[src/design/rrd_pkg.sv]
// Shared types and constants for the request deframer.
// Used by rrd_parse and resp_request_deframer_core; depends on nothing.
`timescale 1ns / 1ps

package rrd_pkg;

    localparam int BYTE_W    = 8;
    localparam int KIND_W    = 2;
    localparam int ARG_NUM_W = 10;

    // Framing characters
    localparam logic [BYTE_W-1:0] CH_STAR   = 8'h2A;
    localparam logic [BYTE_W-1:0] CH_DOLLAR = 8'h24;
    localparam logic [BYTE_W-1:0] CH_CR     = 8'h0D;
    localparam logic [BYTE_W-1:0] CH_LF     = 8'h0A;
    localparam logic [BYTE_W-1:0] CH_ZERO   = 8'h30;
    localparam logic [BYTE_W-1:0] CH_NINE   = 8'h39;

    // Result kinds
    localparam logic [KIND_W-1:0] KIND_DATA = 2'd0;
    localparam logic [KIND_W-1:0] KIND_END  = 2'd1;
    localparam logic [KIND_W-1:0] KIND_ERR  = 2'd2;

    typedef enum logic [11:0] {
        PH_EXPECT_STAR   = 12'b0000_0000_0001,
        PH_DISCARD       = 12'b0000_0000_0010,
        PH_COUNT_FIRST   = 12'b0000_0000_0100,
        PH_COUNT_MORE    = 12'b0000_0000_1000,
        PH_COUNT_LF      = 12'b0000_0001_0000,
        PH_EXPECT_DOLLAR = 12'b0000_0010_0000,
        PH_LEN_FIRST     = 12'b0000_0100_0000,
        PH_LEN_MORE      = 12'b0000_1000_0000,
        PH_LEN_LF        = 12'b0001_0000_0000,
        PH_PAYLOAD       = 12'b0010_0000_0000,
        PH_DATA_CR       = 12'b0100_0000_0000,
        PH_DATA_LF       = 12'b1000_0000_0000
    } phase_t;

    typedef struct packed {
        logic                 valid;
        logic [KIND_W-1:0]    kind;
        logic [BYTE_W-1:0]    data;
        logic [ARG_NUM_W-1:0] arg;
        logic                 done;
    } rrd_result_t;

endpackage

[src/design/rrd_parse.sv]
// Next-state and result logic of the request deframer for one byte.
// Depends on rrd_pkg; instantiated by resp_request_deframer_core.
`timescale 1ns / 1ps

module rrd_parse #(
    parameter int MAX_ARGS     = 1024,
    parameter int MAX_BULK_LEN = 536870912,
    localparam int MAX_LIM     = (MAX_ARGS > MAX_BULK_LEN) ? MAX_ARGS : MAX_BULK_LEN,
    localparam int ACC_W       = $clog2(MAX_LIM + 1),
    localparam int ARG_W       = $clog2(MAX_ARGS + 1),
    localparam int LEN_W       = $clog2(MAX_BULK_LEN + 1)
) (
    input  logic [rrd_pkg::BYTE_W-1:0]    byte_in,
    input  rrd_pkg::phase_t               phase,
    input  logic [ARG_W-1:0]              args_rem,
    input  logic [LEN_W-1:0]              bytes_rem,
    input  logic [rrd_pkg::ARG_NUM_W-1:0] cur_arg,
    input  logic [ACC_W-1:0]              accum,
    output rrd_pkg::phase_t               phase_next,
    output logic [ARG_W-1:0]              args_rem_next,
    output logic [LEN_W-1:0]              bytes_rem_next,
    output logic [rrd_pkg::ARG_NUM_W-1:0] cur_arg_next,
    output logic [ACC_W-1:0]              accum_next,
    output rrd_pkg::rrd_result_t          res
);

    localparam int SUM_W = ACC_W + 4;
    localparam logic [SUM_W-1:0] CNT_LIM = SUM_W'(MAX_ARGS);
    localparam logic [SUM_W-1:0] LEN_LIM = SUM_W'(MAX_BULK_LEN);

    logic             is_digit;
    logic [SUM_W-1:0] digit_sum;
    logic             cnt_ok;
    logic             len_ok;

    // accum * 10 + digit
    assign is_digit  = (byte_in >= rrd_pkg::CH_ZERO) && (byte_in <= rrd_pkg::CH_NINE);
    assign digit_sum = {1'b0, accum, 3'b000} + {3'b000, accum, 1'b0}
                     + SUM_W'(byte_in[3:0]);
    assign cnt_ok    = is_digit && (digit_sum <= CNT_LIM);
    assign len_ok    = is_digit && (digit_sum <= LEN_LIM);

    always_comb
    begin
        logic do_fail;
        logic do_start;
        do_fail        = 1'b0;
        do_start       = 1'b0;
        phase_next     = phase;
        args_rem_next  = args_rem;
        bytes_rem_next = bytes_rem;
        cur_arg_next   = cur_arg;
        accum_next     = accum;
        res            = '0;
        res.arg        = cur_arg;

        unique case (phase)
            rrd_pkg::PH_EXPECT_STAR:
            begin
                if (byte_in == rrd_pkg::CH_STAR) do_start = 1'b1;
                else                             do_fail  = 1'b1;
            end
            rrd_pkg::PH_COUNT_FIRST:
            begin
                if (cnt_ok)
                begin
                    accum_next = ACC_W'(digit_sum);
                    phase_next = rrd_pkg::PH_COUNT_MORE;
                end
                else
                    do_fail = 1'b1;
            end
            rrd_pkg::PH_COUNT_MORE:
            begin
                if (is_digit)
                begin
                    if (cnt_ok) accum_next = ACC_W'(digit_sum);
                    else        do_fail    = 1'b1;
                end
                else if (byte_in == rrd_pkg::CH_CR && accum != '0)
                    phase_next = rrd_pkg::PH_COUNT_LF;
                else
                    do_fail = 1'b1;
            end
            rrd_pkg::PH_COUNT_LF:
            begin
                if (byte_in == rrd_pkg::CH_LF)
                begin
                    args_rem_next = ARG_W'(accum);
                    cur_arg_next  = '0;
                    phase_next    = rrd_pkg::PH_EXPECT_DOLLAR;
                end
                else
                    do_fail = 1'b1;
            end
            rrd_pkg::PH_EXPECT_DOLLAR:
            begin
                if (byte_in == rrd_pkg::CH_DOLLAR)
                begin
                    accum_next = '0;
                    phase_next = rrd_pkg::PH_LEN_FIRST;
                end
                else
                    do_fail = 1'b1;
            end
            rrd_pkg::PH_LEN_FIRST:
            begin
                if (len_ok)
                begin
                    accum_next = ACC_W'(digit_sum);
                    phase_next = rrd_pkg::PH_LEN_MORE;
                end
                else
                    do_fail = 1'b1;
            end
            rrd_pkg::PH_LEN_MORE:
            begin
                if (is_digit)
                begin
                    if (len_ok) accum_next = ACC_W'(digit_sum);
                    else        do_fail    = 1'b1;
                end
                else if (byte_in == rrd_pkg::CH_CR)
                    phase_next = rrd_pkg::PH_LEN_LF;
                else
                    do_fail = 1'b1;
            end
            rrd_pkg::PH_LEN_LF:
            begin
                if (byte_in == rrd_pkg::CH_LF)
                begin
                    bytes_rem_next = LEN_W'(accum);
                    phase_next     = (accum == '0) ? rrd_pkg::PH_DATA_CR
                                                   : rrd_pkg::PH_PAYLOAD;
                end
                else
                    do_fail = 1'b1;
            end
            rrd_pkg::PH_PAYLOAD:
            begin
                if (bytes_rem != '0) bytes_rem_next = bytes_rem - LEN_W'(1);
                if (bytes_rem <= LEN_W'(1)) phase_next = rrd_pkg::PH_DATA_CR;
                res.valid = 1'b1;
                res.kind  = rrd_pkg::KIND_DATA;
                res.data  = byte_in;
            end
            rrd_pkg::PH_DATA_CR:
            begin
                if (byte_in == rrd_pkg::CH_CR) phase_next = rrd_pkg::PH_DATA_LF;
                else                           do_fail    = 1'b1;
            end
            rrd_pkg::PH_DATA_LF:
            begin
                if (byte_in == rrd_pkg::CH_LF)
                begin
                    res.valid = 1'b1;
                    res.kind  = rrd_pkg::KIND_END;
                    if (args_rem <= ARG_W'(1))
                    begin
                        res.done      = 1'b1;
                        args_rem_next = '0;
                        cur_arg_next  = '0;
                        phase_next    = rrd_pkg::PH_EXPECT_STAR;
                    end
                    else
                    begin
                        args_rem_next = args_rem - ARG_W'(1);
                        cur_arg_next  = cur_arg + rrd_pkg::ARG_NUM_W'(1);
                        phase_next    = rrd_pkg::PH_EXPECT_DOLLAR;
                    end
                end
                else
                    do_fail = 1'b1;
            end
            default:
            begin
                // discarding, and any corrupt code: wait for the next '*'
                if (byte_in == rrd_pkg::CH_STAR) do_start = 1'b1;
            end
        endcase

        if (do_start)
        begin
            phase_next     = rrd_pkg::PH_COUNT_FIRST;
            accum_next     = '0;
            args_rem_next  = '0;
            bytes_rem_next = '0;
            cur_arg_next   = '0;
        end

        if (do_fail)
        begin
            res.valid      = 1'b1;
            res.kind       = rrd_pkg::KIND_ERR;
            res.data       = '0;
            res.done       = 1'b0;
            phase_next     = rrd_pkg::PH_DISCARD;
            accum_next     = '0;
            args_rem_next  = '0;
            bytes_rem_next = '0;
            cur_arg_next   = '0;
        end
    end

endmodule

[src/design/resp_request_deframer_core.sv]
// Top level of the multibulk request deframer: input register, parser state, result register.
// Depends on rrd_pkg and rrd_parse.
`timescale 1ns / 1ps

// Usage
// -----
// Input channel (in_valid / in_stall / in_byte) carries the raw request stream, one
// byte per transaction. Requests are '*' count CRLF followed by count arguments of
// the form '$' length CRLF payload CRLF.
// Output channel (out_valid / out_stall and the result fields) carries at most one
// result per input byte: a payload byte with its argument number, an end-of-argument
// marker (request_done set on the last one) or a protocol error. After an error the
// block drops bytes silently until the next '*'.
// Path: an accepted byte sits in the input register while the parser works on it, and
// its result is then loaded into the result register.
// Throughput: one byte per cycle unless out_stall holds up a result; the parser is a
// single pass of compare, multiply-by-ten-and-add and counter logic between the registers.
// Stall: while out_stall holds a result, bytes that yield no result still advance;
// the first byte that would yield one waits in the input register and in_stall rises.
// Reset: rst_n clears all control state; the parser waits for '*'.

module resp_request_deframer_core #(
    parameter int MAX_ARGS     = 1024,
    parameter int MAX_BULK_LEN = 536870912
) (
    input  logic                          clk,
    input  logic                          rst_n,
    input  logic                          in_valid,
    output logic                          in_stall,
    input  logic [rrd_pkg::BYTE_W-1:0]    in_byte,
    output logic                          out_valid,
    input  logic                          out_stall,
    output logic [rrd_pkg::KIND_W-1:0]    kind,
    output logic [rrd_pkg::BYTE_W-1:0]    payload_byte,
    output logic [rrd_pkg::ARG_NUM_W-1:0] arg_number,
    output logic                          request_done
);

    localparam int MAX_LIM = (MAX_ARGS > MAX_BULK_LEN) ? MAX_ARGS : MAX_BULK_LEN;
    localparam int ACC_W   = $clog2(MAX_LIM + 1);
    localparam int ARG_W   = $clog2(MAX_ARGS + 1);
    localparam int LEN_W   = $clog2(MAX_BULK_LEN + 1);

    // input register
    logic                          in_valid_reg;
    logic [rrd_pkg::BYTE_W-1:0]    in_byte_reg;

    // parser state
    rrd_pkg::phase_t               phase_reg,     phase_next;
    logic [ARG_W-1:0]              args_rem_reg,  args_rem_next;
    logic [LEN_W-1:0]              bytes_rem_reg, bytes_rem_next;
    logic [rrd_pkg::ARG_NUM_W-1:0] cur_arg_reg,   cur_arg_next;
    logic [ACC_W-1:0]              accum_reg,     accum_next;

    // result register
    logic                          out_valid_reg;
    logic [rrd_pkg::KIND_W-1:0]    kind_reg;
    logic [rrd_pkg::BYTE_W-1:0]    data_reg;
    logic [rrd_pkg::ARG_NUM_W-1:0] arg_reg;
    logic                          done_reg;

    rrd_pkg::rrd_result_t          res;
    logic                          out_free;
    logic                          step;

    rrd_parse #(
        .MAX_ARGS     (MAX_ARGS),
        .MAX_BULK_LEN (MAX_BULK_LEN)
    ) u_parse (
        .byte_in        (in_byte_reg),
        .phase          (phase_reg),
        .args_rem       (args_rem_reg),
        .bytes_rem      (bytes_rem_reg),
        .cur_arg        (cur_arg_reg),
        .accum          (accum_reg),
        .phase_next     (phase_next),
        .args_rem_next  (args_rem_next),
        .bytes_rem_next (bytes_rem_next),
        .cur_arg_next   (cur_arg_next),
        .accum_next     (accum_next),
        .res            (res)
    );

    // The result register can take a new entry if empty or being drained now.
    assign out_free = !out_valid_reg || !out_stall;
    // Advance the held byte unless it makes a result that has nowhere to go.
    assign step     = in_valid_reg && (!res.valid || out_free);
    assign in_stall = in_valid_reg && !step;

    always_ff @(posedge clk or negedge rst_n)
    begin
        if (!rst_n)
            in_valid_reg <= 1'b0;
        else if (!in_stall)
            in_valid_reg <= in_valid;
    end

    always_ff @(posedge clk)
    begin
        if (!in_stall && in_valid)
            in_byte_reg <= in_byte;
    end

    always_ff @(posedge clk or negedge rst_n)
    begin
        if (!rst_n)
        begin
            phase_reg     <= rrd_pkg::PH_EXPECT_STAR;
            args_rem_reg  <= '0;
            bytes_rem_reg <= '0;
            cur_arg_reg   <= '0;
            accum_reg     <= '0;
        end
        else if (step)
        begin
            phase_reg     <= phase_next;
            args_rem_reg  <= args_rem_next;
            bytes_rem_reg <= bytes_rem_next;
            cur_arg_reg   <= cur_arg_next;
            accum_reg     <= accum_next;
        end
    end

    always_ff @(posedge clk or negedge rst_n)
    begin
        if (!rst_n)
            out_valid_reg <= 1'b0;
        else if (out_free)
            out_valid_reg <= step && res.valid;
    end

    always_ff @(posedge clk)
    begin
        if (out_free && step && res.valid)
        begin
            kind_reg <= res.kind;
            data_reg <= res.data;
            arg_reg  <= res.arg;
            done_reg <= res.done;
        end
    end

    assign out_valid    = out_valid_reg;
    assign kind         = kind_reg;
    assign payload_byte = data_reg;
    assign arg_number   = arg_reg;
    assign request_done = done_reg;

    // Hold the end-of-request flag to end markers only.
    a_done_is_end: assert property (@(posedge clk) disable iff (!rst_n)
        out_valid_reg && done_reg |-> kind_reg == rrd_pkg::KIND_END)
        else $error("request_done on a result that is not an end marker");

    // An error drops the parser into discard with its counters cleared.
    a_err_discard: assert property (@(posedge clk) disable iff (!rst_n)
        step && res.valid && res.kind == rrd_pkg::KIND_ERR
        |=> phase_reg == rrd_pkg::PH_DISCARD && cur_arg_reg == '0 && accum_reg == '0)
        else $error("error result did not enter discard");

    // Payload phase always has bytes still due.
    a_payload_count: assert property (@(posedge clk) disable iff (!rst_n)
        phase_reg == rrd_pkg::PH_PAYLOAD |-> bytes_rem_reg != '0)
        else $error("payload phase with no bytes remaining");

    // Only payload results carry a byte.
    a_data_zero: assert property (@(posedge clk) disable iff (!rst_n)
        out_valid_reg && kind_reg != rrd_pkg::KIND_DATA |-> data_reg == '0)
        else $error("non-payload result carries a payload byte");

endmodule

[config.mk]
export PLATFORM = sky130hd
export DESIGN_NAME = resp_request_deframer_core
export DESIGN_NICKNAME = d
export VERILOG_FILES = /design/src/design/rrd_pkg.sv /design/src/design/rrd_parse.sv /design/src/design/resp_request_deframer_core.sv
export SDC_FILE = /design/constraint.sdc
export NUM_CORES = 1
export LEC_CHECK = 0
export BUFFER_PORTS_ARGS = -buffer_cell sky130_fd_sc_hd__buf_4
export CORE_AREA = 4 4 206 208
export DETAILED_ROUTE_END_ITERATION = 7
export DIE_AREA = 0 0 210 212
export HOLD_SLACK_MARGIN = 0.1
export MAX_ROUTING_LAYER = met4
export PLACE_DENSITY = 0.46
export SLEW_MARGIN = 10
export SYNTH_ARGS = -nofsm -noshare
export SYNTH_HDL_FRONTEND = slang
export SYNTH_SLANG_ARGS = --single-unit
[constraint.sdc]
create_clock -name clk -period 7.2 [get_ports clk]
set_input_delay 0 -clock clk [delete_from_list [all_inputs] [get_ports clk]]
set_output_delay 0 -clock clk [all_outputs]
set_load 0.03 [all_outputs]
* Word level (Yosys, flattened, before mapping)
Index checks and enable logic that the tools add are counted.
Cells by class: bitwise logic cells 3, add/subtract/negate cells 5, equality and inequality tests 30, reductions and logical operators 32, mux-type cells 59, magnitude comparators 6
Operators with widths (number):
- $mux W30 | 11
- $mux W12 | 14
- $pmux W30 S5 | 1
- $pmux W12 S10 | 1
- $mux W11 | 7
- $pmux W30 S2 | 1
- $reduce_bool A30 Y1 | 2
- $ne A4 B1 Y1 const B | 13
- $mux W10 | 5
- $add A33 B31 Y34 | 1
- $add A34 B4 Y34 | 1
- $le A34 B11 Y1 const B | 1
- $le A34 B30 Y1 const B | 1
- $le A30 B1 Y1 const B | 1
- $logic_not A30 Y1 | 1
- $sub A30 B1 Y30 const B | 1
- $pmux W11 S2 | 1
- $pmux W10 S2 | 1
- $eq A8 B4 Y1 const B | 2
- $eq A8 B6 Y1 const B | 2
- $reduce_and A14 Y1 | 1
- $eq A12 B1 Y1 const B | 1
- $eq A12 B10 Y1 const B | 1
- $eq A12 B11 Y1 const B | 1
- 32 further kinds | 63
Storage, ports and cells: output and inout bits 23, input bits 12, register bits after elaboration 124

* Logic depth before layout (Yosys ltp)
Gate-level depths: netlist of run 1.
depth in word-level cells 15, depth in mapped cells 18, depth with buffers taken out 15

* By module
Synthesis of run 1 repeated with hierarchy kept, for this count alone.
Second synthesis, totals: cell total of the unflattened synthesis 1604, area total of the unflattened synthesis 12450.7 µm²
Modules (own cells, without submodules):
- rrd_parse | area an instance 6243.5 µm², instances 1, cells each 1037, sequential area each 0.0 µm²
- resp_request_deframer_core | area an instance 6207.2 µm², instances 1, cells each 567, sequential area each 3249.4 µm²

* Worst setup path after synthesis of run 1
OpenSTA, ideal clock, no wires.
kind reg-to-reg, from register in_byte_reg[3] (netlist name), to register in_byte_reg[0] (netlist name) (enable), setup time 373 ps, arrival time 4905 ps, cell stages (with the launch flop) 15, data required time 6827 ps, buffers on the path 0, setup slack 1922 ps, cell sequence edfxtp_1 -> fa_1 -> fa_1 -> a21o_1 -> a221oi_1 -> nor2_1 -> a21oi_1 -> mux2i_1 -> nand3_1 -> or4_4 -> nor4b_4 -> a22oi_2 -> nor2_2 -> a311oi_1 -> nor2b_1
On the way: word-level cells in the longest chain between the ends 14, elaborated cells on any way between the ends 33
RTL lines:
- start, declared | line resp_request_deframer_core.sv:46 | logic [rrd_pkg::BYTE_W-1:0] in_byte_reg;
- start signal, assigned | line resp_request_deframer_core.sv:101 | in_byte_reg <= in_byte;
- $add A34 B4 Y34 (tied with other cells) | line rrd_parse.sv:39 | + SUM_W'(byte_in[3:0]);
- $le A34 B30 Y1 (tied with other cells) | line rrd_parse.sv:41 | assign len_ok = is_digit && (digit_sum <= LEN_LIM);
- $logic_and A1 B1 Y1, on equally long branches | line rrd_parse.sv:41, rrd_parse.sv:40
- $mux W1, on equally long branches
- $mux W1, on equally long branches | line rrd_parse.sv:118, rrd_parse.sv:75
- $pmux W1 S8 | line rrd_parse.sv:57 | unique case (phase)
- $mux W11 * | line rrd_parse.sv:191 | if (do_fail)
- $logic_not A1 Y1 * | line resp_request_deframer_core.sv:87 | assign step = in_valid_reg && (!res.valid || out_free);
- $logic_or A1 B1 Y1 * | line resp_request_deframer_core.sv:87
- $logic_and A1 B1 Y1 * | line resp_request_deframer_core.sv:87
- $logic_not A1 Y1 * | line resp_request_deframer_core.sv:88 | assign in_stall = in_valid_reg && !step;
- $logic_and A1 B1 Y1 * | line resp_request_deframer_core.sv:88
- named net in_stall | line resp_request_deframer_core.sv:29 | output logic in_stall,
- $logic_not A1 Y1 * | line resp_request_deframer_core.sv:100 | if (!in_stall && in_valid)
- $logic_and A1 B1 Y1 * | line resp_request_deframer_core.sv:100
The timed path passes the listed nets; every way through them passes the cells marked *. A chain may end at the register's enable or synchronous reset.

* Worst setup path after layout of run 1
from register in_byte_reg[3] (netlist name), to register accum_reg[24]
On the way: word-level cells in the longest chain between the ends 11, elaborated cells on any way between the ends 43
RTL lines:
- $add A34 B4 Y34 (tied with other cells) | line rrd_parse.sv:39
- $le A34 B30 Y1 (tied with other cells) | line rrd_parse.sv:41
- $logic_and A1 B1 Y1, on equally long branches | line rrd_parse.sv:41, rrd_parse.sv:40
- $mux W1, on equally long branches
- $mux W1, on equally long branches | line rrd_parse.sv:118, rrd_parse.sv:75
- $pmux W1 S8 | line rrd_parse.sv:57
- $mux W11 | line rrd_parse.sv:191
- $logic_not A1 Y1 | line resp_request_deframer_core.sv:87
- $logic_or A1 B1 Y1 | line resp_request_deframer_core.sv:87
- $logic_and A1 B1 Y1 | line resp_request_deframer_core.sv:87
- $reduce_and A5 Y1 (no line)
- end signal, assigned | line resp_request_deframer_core.sv:120 | accum_reg <= accum_next;
- end, declared | line resp_request_deframer_core.sv:53 | logic [ACC_W-1:0] accum_reg, accum_next;
Several ways; a longest one is shown, not always the timed one. The select of a mux whose other input is x is not followed.

==> results of run 1 <==
## report_power, final
group | internal [mW] | switching (mW)
Clock | 0.519 | 0.348
Combinational | 0.0978 | 0.149
Sequential | 0.751 | 0.0435
Total | 1.37 | 0.540
## layout make-up
type                            count  area [um^2]
Clock buffer                       18          439
Clock inverter                     14          143
Fill cell                        4362        29400
Inverter                           66          248
Multi-Input combinational cell    880         5920
Sequential cell                   124         3250
Tap cell                          532          666
Timing Repair Buffer               63          515
## worst register-to-register path, delay by kind of cell, from the launching register on
kind | cells | cell delay, ns
AO/OA/AOI/OAI | 6 | 2.22
multiplexers | 2 | 0.63
buffers and inverters | 1 | 0.40
flip-flops | 1 | 0.49
adder cells (fa/ha/maj) | 2 | 1.05
AND/OR/NAND/NOR | 4 | 1.25
## placed cells by master (no fill, tap or decap), drive strengths merged, types with 7 or more instances in the layout
| cell | instances |
|---|---|
| nor2 | 84 |
| nand3 | 41 |
| a31oi | 31 |
| clkbuf | 18 |
| mux2i | 15 |
| and3 | 36 |
| a311oi | 8 |
| o21ai | 68 |
| a21o | 13 |
| nor3b | 9 |
| a22oi | 17 |
| o211ai | 18 |
| mux2 | 32 |
| dlygate4sd3 | 12 |
| ha | 64 |
| inv | 70 |
| nor4 | 26 |
| a21oi | 72 |
| dfrtp | 94 |
| and4b | 8 |
| nand2 | 89 |
| a211oi | 8 |
| nor3 | 49 |
| xnor2 | 13 |
| edfxtp | 29 |
| xor2 | 8 |
| and2 | 13 |
| o21a | 7 |
| nand4 | 40 |
| buf | 51 |
| o22ai | 24 |
## worst max path at each step
stage                         from                 to  slack (ns)
detailed placement  in_byte_reg[3]      accum_reg[24]        1.09
floorplan           in_byte_reg[3]     in_byte_reg[0]        1.92
global placement    in_byte_reg[3]      accum_reg[19]        1.17
CTS                 in_byte_reg[3]       accum_reg[1]        1.05
global route        in_byte_reg[3]  bytes_rem_reg[29]        0.65
finish              in_byte_reg[3]      accum_reg[24]        1.03
## kinds of logic after synthesis
group                      Yosys count  share of synthesized area
and+or+nand+nor                    429                      0.232
AOI/OAI and AO/OA                  317                      0.217
buffers and inverters              131                     0.0564
DFF                                124                      0.335
adders and majority gates           66                     0.0868
muxes                               47                     0.0527
xor gates and xnor gates            21                     0.0198
## synthesized netlist by cell type, types with 4 or more instances
cell type / count
a32oi_1: 5
o21ai_0: 67
o31ai_1: 6
inv_1: 66
and2_1: 12
a311oi_1: 8
or4_1: 4
nand4_1: 40
xnor2_1: 12
a22oi_1: 16
edfxtp_1: 29
nor4_1: 26
buf_6: 4
buf_2: 14
mux2_1: 30
nand2_1: 89
ha_1: 64
nor3_1: 48
a21o_1: 13
o21a_1: 7
nor2_1: 83
a21boi_0: 4
and3_1: 36
mux2i_1: 15
o21bai_1: 6
o211ai_1: 18
o22ai_1: 24
xor2_1: 8
dfrtp_1: 94
a21oi_1: 72
nor3b_1: 9
nand3_1: 41
or2_2: 4
and4b_1: 8
clkbuf_1: 45
or3_1: 4
nand3b_1: 4
a211oi_1: 8
a31oi_1: 27
## stage by stage
stage,worst slack (ns),area [um^2],total power [mW]
global placement,1.17,10500,1.05
CTS,1.05,11200,1.93
floorplan,1.92,9690,0.963
global route,0.654,11200,1.99
detailed placement,1.09,10500,1.05
finish,1.03,11200,1.91
## routing by layer
layer	GRT usage	part of all wire	up-vias
li1	-	-	4327
met1	0.189	0.46	4367
met2	0.225	0.47	280
met3	0.0196	0.049	59
met4	0.0482	0.028	0
met5	-	0	-
## timing repair
item,4_1_cts,5_1_grt
hold endpoints to repair,42,0
hold buffers,13,0
setup endpoints to repair,0,0
==> reports/qor.yml, run 1 <==
critical_path:
  cpLargestDelayFamily: "compound AO/OA/AOI/OAI gates"
  worstSetupStartpointType: "flop"
  worst-path-stages: 15
  critPathArrivalTime_ns: 6.48
  r2r-end: "accum_reg[24]"
  reg2reg_slack_ns: 1.03
  setup.worst_path.end_class: "flop"
  worstPathMaxFanout: 32
  crit_path_top_delay_cell: "o41a_4"
  rr_startpoint: "in_byte_reg[3]"
  crit_type: "flop to flop"
  r2r_cells: 15
  worst_ep_required_time_ns: 7.51
  path_cells: "fa_1 > fa_1 > a21o_1 > a221oi_1 > nor2_1 > a21oi_1 > mux2i_1 > nand3_1 > or4_4 > nor4b_4 > a22oi_2 > o41a_4 > a31oi_4 > buf_4 > mux2_1"
  critPathBufInv: 1
  critical-path-max-stage-delay_ns: 0.71
  crit_top_cell: "fa_1"
yosys:
  synth_edf_count: 29
  synth_area_leaders: "dfrtp_1, edfxtp_1, ha_1, a21oi_1, mux2_1"
  syn_area_um2: 9690
  synth_nets: 1213
  synth_top_area_share: 0.243
  synth_seq_cells: 124
  yosysSeqAreaShare: 0.335
  ys.warnings.count: 0
  synth-main-ff-cell: "dfrtp_1"
  synthArstFlopShare: 0.766
  syn_inst: 1135
  synth_top_cell_by_area: "dfrtp_1"
  synth_area_per_cell_um2: 8.54
  synthDistinctLibCells: 81
placed_design:
  gp_congestion: 0.944
  dp_hpwl_mm: 22.6
  portBuffers: 34
  dp_cells: 1652
clocking:
  cts_tree: "done"
  cts-root-buf: "clkbuf_16"
  htreeDepth: 4
  cts_made_buffers: 17
  cts_resized: 0
  post_cts.repair.setup_buffers: 0
  clkSinkCount: 124
  clock_path_buffers: 2
  clk_latency_ns: 0.43
  path_clk_slew_ns: 0.06
route:
  drt_iter0_markers: 668
  drt-vias-per-instance: 5.32
  post_drt_wl_per_cell_um: 18.4
  drcViolationCount: 0
  vias: 9033
  antenna_left: 0
  routed_wl_mm: 31.2
  first_pass_iters: 5
final_layout:
  finalNonFillerCells: 1697
  area_delta_synth_final_pct: 15.4
  post-route-util: 0.276
  diodes: 0
  nets: 1230
  drive_above_1_share: 0.0936
hold_path:
  hp-start: "in_byte[1]"
  holdPathStages: 2
  whs_endpoint: "in_byte_reg[1]"
  hp-class: "input port to flop"
timing:
  clock.fmax_ghz: 0.162
  slew_violations: 0
  setup_violations: 0
  rsz0062_at_grt: "no"
  slew_headroom: 0.273
  hold_viol: 0
  tightest_slew_ns: 1.09
  hold-worst-slack_ns: 0.310
  skew_ns: 0.0179
  setup_tns_ns: 0
  period_needed_ns: 6.17
  period_share: 0.857
floorplan:
  start_util: 0.239
  die_height_um: 212
  die_area_um2: 44500
  die_w_um: 210
  num_rows: 74
  core_region_area_um2: 40600
  ios: 35
grt:
  grt_max_degree: 75
  grt_pass1_vias: 8748
  grt_pass1_wl_mm: 50.0
  antenna_found_initial: 0
  grt_util_all_layers: 0.142
  grt.overflow.total: 0
job:
  cap_viol_max_count: 0
power:
  vdd_drop_max_v: 0.000161
  p_leak_nw: 4.65
  power_density_nw_per_um2: 171
outcome:
  status: "finished clean"
Power figures use the tool's default switching activity.
==> run 2, diff against run 1 <==
ABC_AREA = 1   (was unset)
CORE_AREA = 4 4 221 223   (was 4 4 206 208)
DIE_AREA = 0 0 225 227   (was 0 0 210 212)
PLACE_DENSITY = 0.45   (was 0.46)
==> run 2 against run 1 <==
Compared with the run above: final area grew 12%; clock power shrank 3.1%; first-iteration DRC count grew 1.2%; clock-buffer cell count shrank 1; sequential share of layout area shrank 3.2 points; sequential power grew 52%; setup slack gained 1.2 ns; global-route usage grew 0.47 points; power grew to 2.9 times the previous value; largest cell class unchanged.
==> reports/qor.yml, run 2 <==
critical_path:
  critPathBufInv: 1
  crit_path_top_delay_cell: "nand3_1"
  crit_top_cell: "nand2_1"
  path_cells: "fa_1 > fa_1 > nand3_1 > nand2_1 > nand3_1 > nand3_1 > nand2_1 > nand2_1 > nand2_1 > nand2_1 > nor2_2 > inv_2 > nor2_1 > nand3_1 > nand2_1 > nand2_1 > nand2_2 > nand4_4 > nand2_4 > nand3_1 > nand2_1 > nand2_1"
  setup.worst_path.end_class: "flop"
  reg2reg_slack_ns: 2.18
  worstPathMaxFanout: 45
  critPathArrivalTime_ns: 5.33
  cpLargestDelayFamily: "simple AND/OR/NAND/NOR gates"
  worst_ep_required_time_ns: 7.51
  worstSetupStartpointType: "flop"
  critical-path-max-stage-delay_ns: 0.72
  crit_type: "flop to flop"
route:
  post_drt_wl_per_cell_um: 15.5
  antenna_left: 0
  drt-vias-per-instance: 4.71
  drcViolationCount: 0
  vias: 11100
  drt_iter0_markers: 676
  first_pass_iters: 5
  routed_wl_mm: 36.7
power:
  p_int_mw: 2.46
  power_density_nw_per_um2: 434
  p_switching_mw: 2.99
  vdd_drop_max_v: 0.000194
  clkPwrFrac: 0.154
  combinationalPowerShare: 0.623
  swShare: 0.549
  seq_power_share: 0.223
  p_leak_nw: 6.48
yosys:
  synthDistinctLibCells: 45
  synth_top_area_share: 0.212
  synth_area_leaders: "dfrtp_1, nand2_1, edfxtp_1, nor2_1, ha_1"
  synth_most_common_cell: "nand2_1"
  ys.warnings.count: 0
  synthArstFlopShare: 0.766
  synth_area_per_cell_um2: 6.38
  synthTopCellsByCount: "nand2_1, nor2_1, inv_1"
  syn_inst: 1741
  synth_edf_count: 29
  synth_seq_cells: 124
  synth_top_cell_by_area: "dfrtp_1"
  yosysSeqAreaShare: 0.293
  synth_nets: 1819
  syn_area_um2: 11100
  synth-main-ff-cell: "dfrtp_1"
clocking:
  cts-root-buf: "clkbuf_16"
  post_cts.repair.setup_buffers: 0
  cts_made_buffers: 17
  cts_resized: 0
  htreeDepth: 4
  postCtsHoldBufs: 13
  clk_latency_ns: 0.43
  path_clk_slew_ns: 0.07
  cts_tree: "done"
  clock_path_buffers: 2
  clkSinkCount: 124
timing:
  period_needed_ns: 5.02
  period_share: 0.697
  hold_viol: 0
  slew_headroom: 0.217
  slew_violations: 0
  tightest_slew_ns: 1.17
  clock.fmax_ghz: 0.199
  setup_tns_ns: 0
  skew_ns: 0.0120
  setup_violations: 0
  rsz0062_at_grt: "no"
final_layout:
  final_cell_mix: "nand2_1, nor2_1, inv_1"
  area_delta_synth_final_pct: 13.1
  drive_above_1_share: 0.0778
  n_fill_cell: 5194
  final_common_cell: "nand2_1"
  fin_area_um2: 12600
  nets: 1825
  diodes: 0
hold_path:
  hp-class: "input port to flop"
grt:
  grt_pass1_vias: 10600
  grt.overflow.total: 0
  grt_max_degree: 74
  grt_pass1_wl_mm: 58.9
  grt_util_all_layers: 0.147
  antenna_found_initial: 0
floorplan:
  num_rows: 79
  core_region_area_um2: 46600
  ios: 35
  die_w_um: 225
  die_height_um: 227
  die_area_um2: 51100
  start_util: 0.238
job:
  cap_viol_max_count: 0
placed_design:
  gp_congestion: 0.892
  portBuffers: 34
  place_area_um2: 11900
  dp_hpwl_mm: 26.9
outcome:
  status: "finished clean"
run 2: cell types whose count changed after synthesis, sizes merged, moves of 25 or more:
| cell | change |
|---|---|
| nand2 | +510 |
| nor2 | +155 |
| inv | +148 |
| nand4 | +88 |
| nand3 | +76 |
| a21oi | -43 |
| o21ai | -41 |
| and3 | -36 |
| mux2 | -32 |
| a31oi | -28 |
| buf | +25 |
run 2: logic make-up after synthesis:
logic type	share of synthesized area
AO/OA/AOI/OAI	0.0481
XOR/XNOR	0.0237
adder cells (fa/ha/maj)	0.0758
buffers and inverters	0.105
flip-flops	0.293
AND/OR/NAND/NOR	0.455
run 2: through the flow:
stage	worst slack, ns	instances	hold WS [ns]	utilization	total power [mW]
final	2.18	2367	0.290	0.270	5.45
after detailed placement	2.12	2322	0.00362	0.255	4.61
after CTS	2.08	2367	0.265	0.270	5.47
after global placement	2.18	2322	-0.00436	0.255	4.61
after global routing	1.72	2367	0.278	0.270	5.98
after floorplan	3.63	1741	-0.296	-	3.69
run 2: cell type report:
type / instances / area [um^2] / area share
multi-input cells: 1331 / 6700 / 0.533
flip-flops and latches: 124 / 3250 / 0.259
inverters: 217 / 815 / 0.0649
well taps: 607 / 759 / 0.0605
repair buffers: 56 / 475 / 0.0379
clock buffers: 17 / 425 / 0.0339
clock inverters: 15 / 135 / 0.0108
run 2: path summary, 6_finish.rpt:
| kind | depth (start not counted) | end | start |
|---|---|---|---|
| max | 22 | args_rem_reg[0] | in_byte_reg[3] |
| min | 2 | in_byte_reg[5] | in_byte[5] |
| max reg2reg | 22 | args_rem_reg[0] | in_byte_reg[3] |
| min reg2reg | 2 | phase_reg[4] | phase_reg[4] |
| max in group asynchronous | 4 | bytes_rem_reg[22] | rst_n |
| min in group asynchronous | 3 | in_valid_reg | rst_n |
run 2: per-layer routing:
metal	up-vias	GRT usage	part of all wire
met4	0	0.0273	0.010
met5	-	-	0
met2	190	0.234	0.46
met1	5252	0.202	0.49
met3	21	0.0210	0.038
li1	5677	-	-
run 2: power by group through the flow:
stage	registers (mW)	clock network [mW]	logic, mW
2_1_floorplan	1.19	0	2.50
3_3_place_gp	1.22	0	3.39
3_5_place_dp	1.22	0	3.38
4_1_cts	1.21	0.858	3.40
5_1_grt	1.25	0.890	3.84
6_report	1.21	0.840	3.40
==> run 3, diff against run 2 <==
ABC_AREA = 0   (was 1)
CORE_AREA = 4 4 206 208   (was 4 4 221 223)
DIE_AREA = 0 0 210 212   (was 0 0 225 227)
PLACE_DENSITY = 0.47   (was 0.45)
clock period = 4.1 ns   (was 7.2 ns; I/O delays follow)
==> run 3 against run 2 <==
Compared with the run above: the flow now finishes with violations (negative setup slack); wire length down 2.5%; die area down 13%; final area up 8.8%; global-route usage up 1.5 points; sequential cell count unchanged; sequential share of layout area down 2.1 points; register-to-register slack worse by 3.2 ns; combinational power down 82%; first-iteration DRC count up 4.0%; sequential power up 14%; critical path type unchanged; largest cell class unchanged.
==> reports/qor.yml, run 3 (synthesis gave the netlist of run 1 again) <==
floorplan:
  start_util: 0.239
  die_area_um2: 44500
  die_w_um: 210
  ios: 35
  core_region_area_um2: 40600
  num_rows: 74
  die_height_um: 212
critical_path:
  worstSetupStartpointType: "flop"
  crit_type: "flop to flop"
  path_cells: "fa_1 > buf_4 > fa_2 > a21o_1 > a221o_1 > nand3_1 > or3b_4 > nor2_2 > a311oi_2 > or4_4 > nor4b_4 > buf_6 > a22oi_2 > o41a_4 > a31oi_4 > buf_12 > mux2_1"
  cpLargestDelayFamily: "compound AO/OA/AOI/OAI gates"
  critPathBufInv: 3
  worstPathMaxFanout: 30
  worst_ep_required_time_ns: 4.40
  critPathArrivalTime_ns: 5.41
  crit_path_top_delay_cell: "or4_4"
  critical-path-max-stage-delay_ns: 0.52
  setup.worst_path.end_class: "flop"
timing:
  setup_violations: 126
  slew_violations: 0
  hold_viol: 0
  setup_tns_ns: -112.47
  period_share: 1.25
  skew_ns: 0.0155
  rsz0062_at_grt: "yes"
  clock.fmax_ghz: 0.196
  tightest_slew_ns: 0.903
  final.setup.worst_slack_ns: -1.01
  period_needed_ns: 5.11
  slew_headroom: 0.398
clocking:
  cts_tree: "done"
  clkSinkCount: 124
  clk_latency_ns: 0.43
  path_clk_slew_ns: 0.06
  cts-root-buf: "clkbuf_16"
  clock_path_buffers: 2
  cts_made_buffers: 17
  htreeDepth: 4
placed_design:
  dp_hpwl_mm: 26.1
  portBuffers: 34
  place_ws_ns: -1.04
  gp_congestion: 0.911
power:
  p_int_mw: 2.44
  combinationalPowerShare: 0.175
  swShare: 0.289
  seq_power_share: 0.402
  vdd_drop_max_v: 0.000233
  p_leak_nw: 6.09
  p_switching_mw: 0.995
  power_density_nw_per_um2: 251
  clkPwrFrac: 0.424
final_layout:
  drive_above_1_share: 0.284
  area_delta_synth_final_pct: 41.0
  seqCellArea_um2: 3250
  final_cell_mix: "buf_4, dfrtp_1, nand2_1"
  final_common_cell: "buf_4"
  multi_input_area_um2: 6280
  n_fill_cell: 4172
  post-route-util: 0.337
  nets: 1482
outcome:
  status: "finished, violations left"
  violations: "negative setup slack"
route:
  routed_wl_mm: 35.8
  antenna_left: 0
  drt_iter0_markers: 703
  drt-vias-per-instance: 5.13
  drcViolationCount: 0
  first_pass_iters: 5
  vias: 10000
  post_drt_wl_per_cell_um: 18.4
grt:
  grt.overflow.total: 0
  grt_util_all_layers: 0.162
  grt_max_degree: 74
  antenna_found_initial: 1
  grt_pass1_wl_mm: 56.2
  grt_pass1_vias: 9734
job:
  cap_viol_max_count: 0
hold_path:
  hp-class: "input port to async pin"
run 3: power groups by stage:
stage	logic, mW	clock network, mW	registers [mW]
6_report	0.600	1.46	1.38
2_1_floorplan	0.306	0	1.39
3_3_place_gp	0.567	0	1.40
5_1_grt	0.670	1.55	1.39
3_5_place_dp	0.572	0	1.40
4_1_cts	0.592	1.49	1.38
run 3: per-stage QoR:
stage | std cells | cell area (um^2) | total power, mW | hold slack [ns]
global placement | 1880 | 12300 | 1.97 | 0.174
floorplan | 1135 | 9790 | 1.69 | -0.296
CTS | 1937 | 13300 | 3.46 | 0.276
detailed placement | 1880 | 12300 | 1.97 | 0.168
finish | 1950 | 13700 | 3.44 | 0.208
global route | 1950 | 13700 | 3.61 | 0.295
run 3: worst paths after layout:
check                               start              to  slack (ns)  depth (start not counted)
max reg2reg                  accum_reg[0]   accum_reg[19]       -1.01                         17
max in group asynchronous           rst_n    phase_reg[0]        2.84                          3
min in group clk               in_byte[0]  in_byte_reg[0]        0.30                          2
min reg2reg                cur_arg_reg[9]   arg_number[9]        0.51                          0
max                          accum_reg[0]   accum_reg[19]       -1.01                         17
min                                 rst_n  cur_arg_reg[4]        0.21                          2
run 3: repair_timing:
action                     in CTS  in global routing
buffers inserted               10                 11
resized for setup              21                 61
setup endpoints to repair     126                126
hold buffers                   11                  0
gates cloned                    4                  2
pin swaps                       2                 12
hold endpoints to repair       80                  0
run 3: routing by layer:
layer,GRT usage,up-vias,share of wire
met5,-,-,0
met4,0.0396,0,0.018
met3,0.0187,37,0.035
met2,0.264,254,0.48
met1,0.216,4865,0.46
li1,-,4845,-
run 3: final cells by class:
| type | count | area share |
|---|---|---|
| multi-input cells | 883 | 0.459 |
| flip-flops and latches | 124 | 0.238 |
| repair buffers | 312 | 0.195 |
| well taps | 532 | 0.0487 |
| clock buffers | 18 | 0.0314 |
| inverters | 66 | 0.0181 |
| clock inverters | 14 | 0.00888 |
| diodes | 1 | 0.000183 |
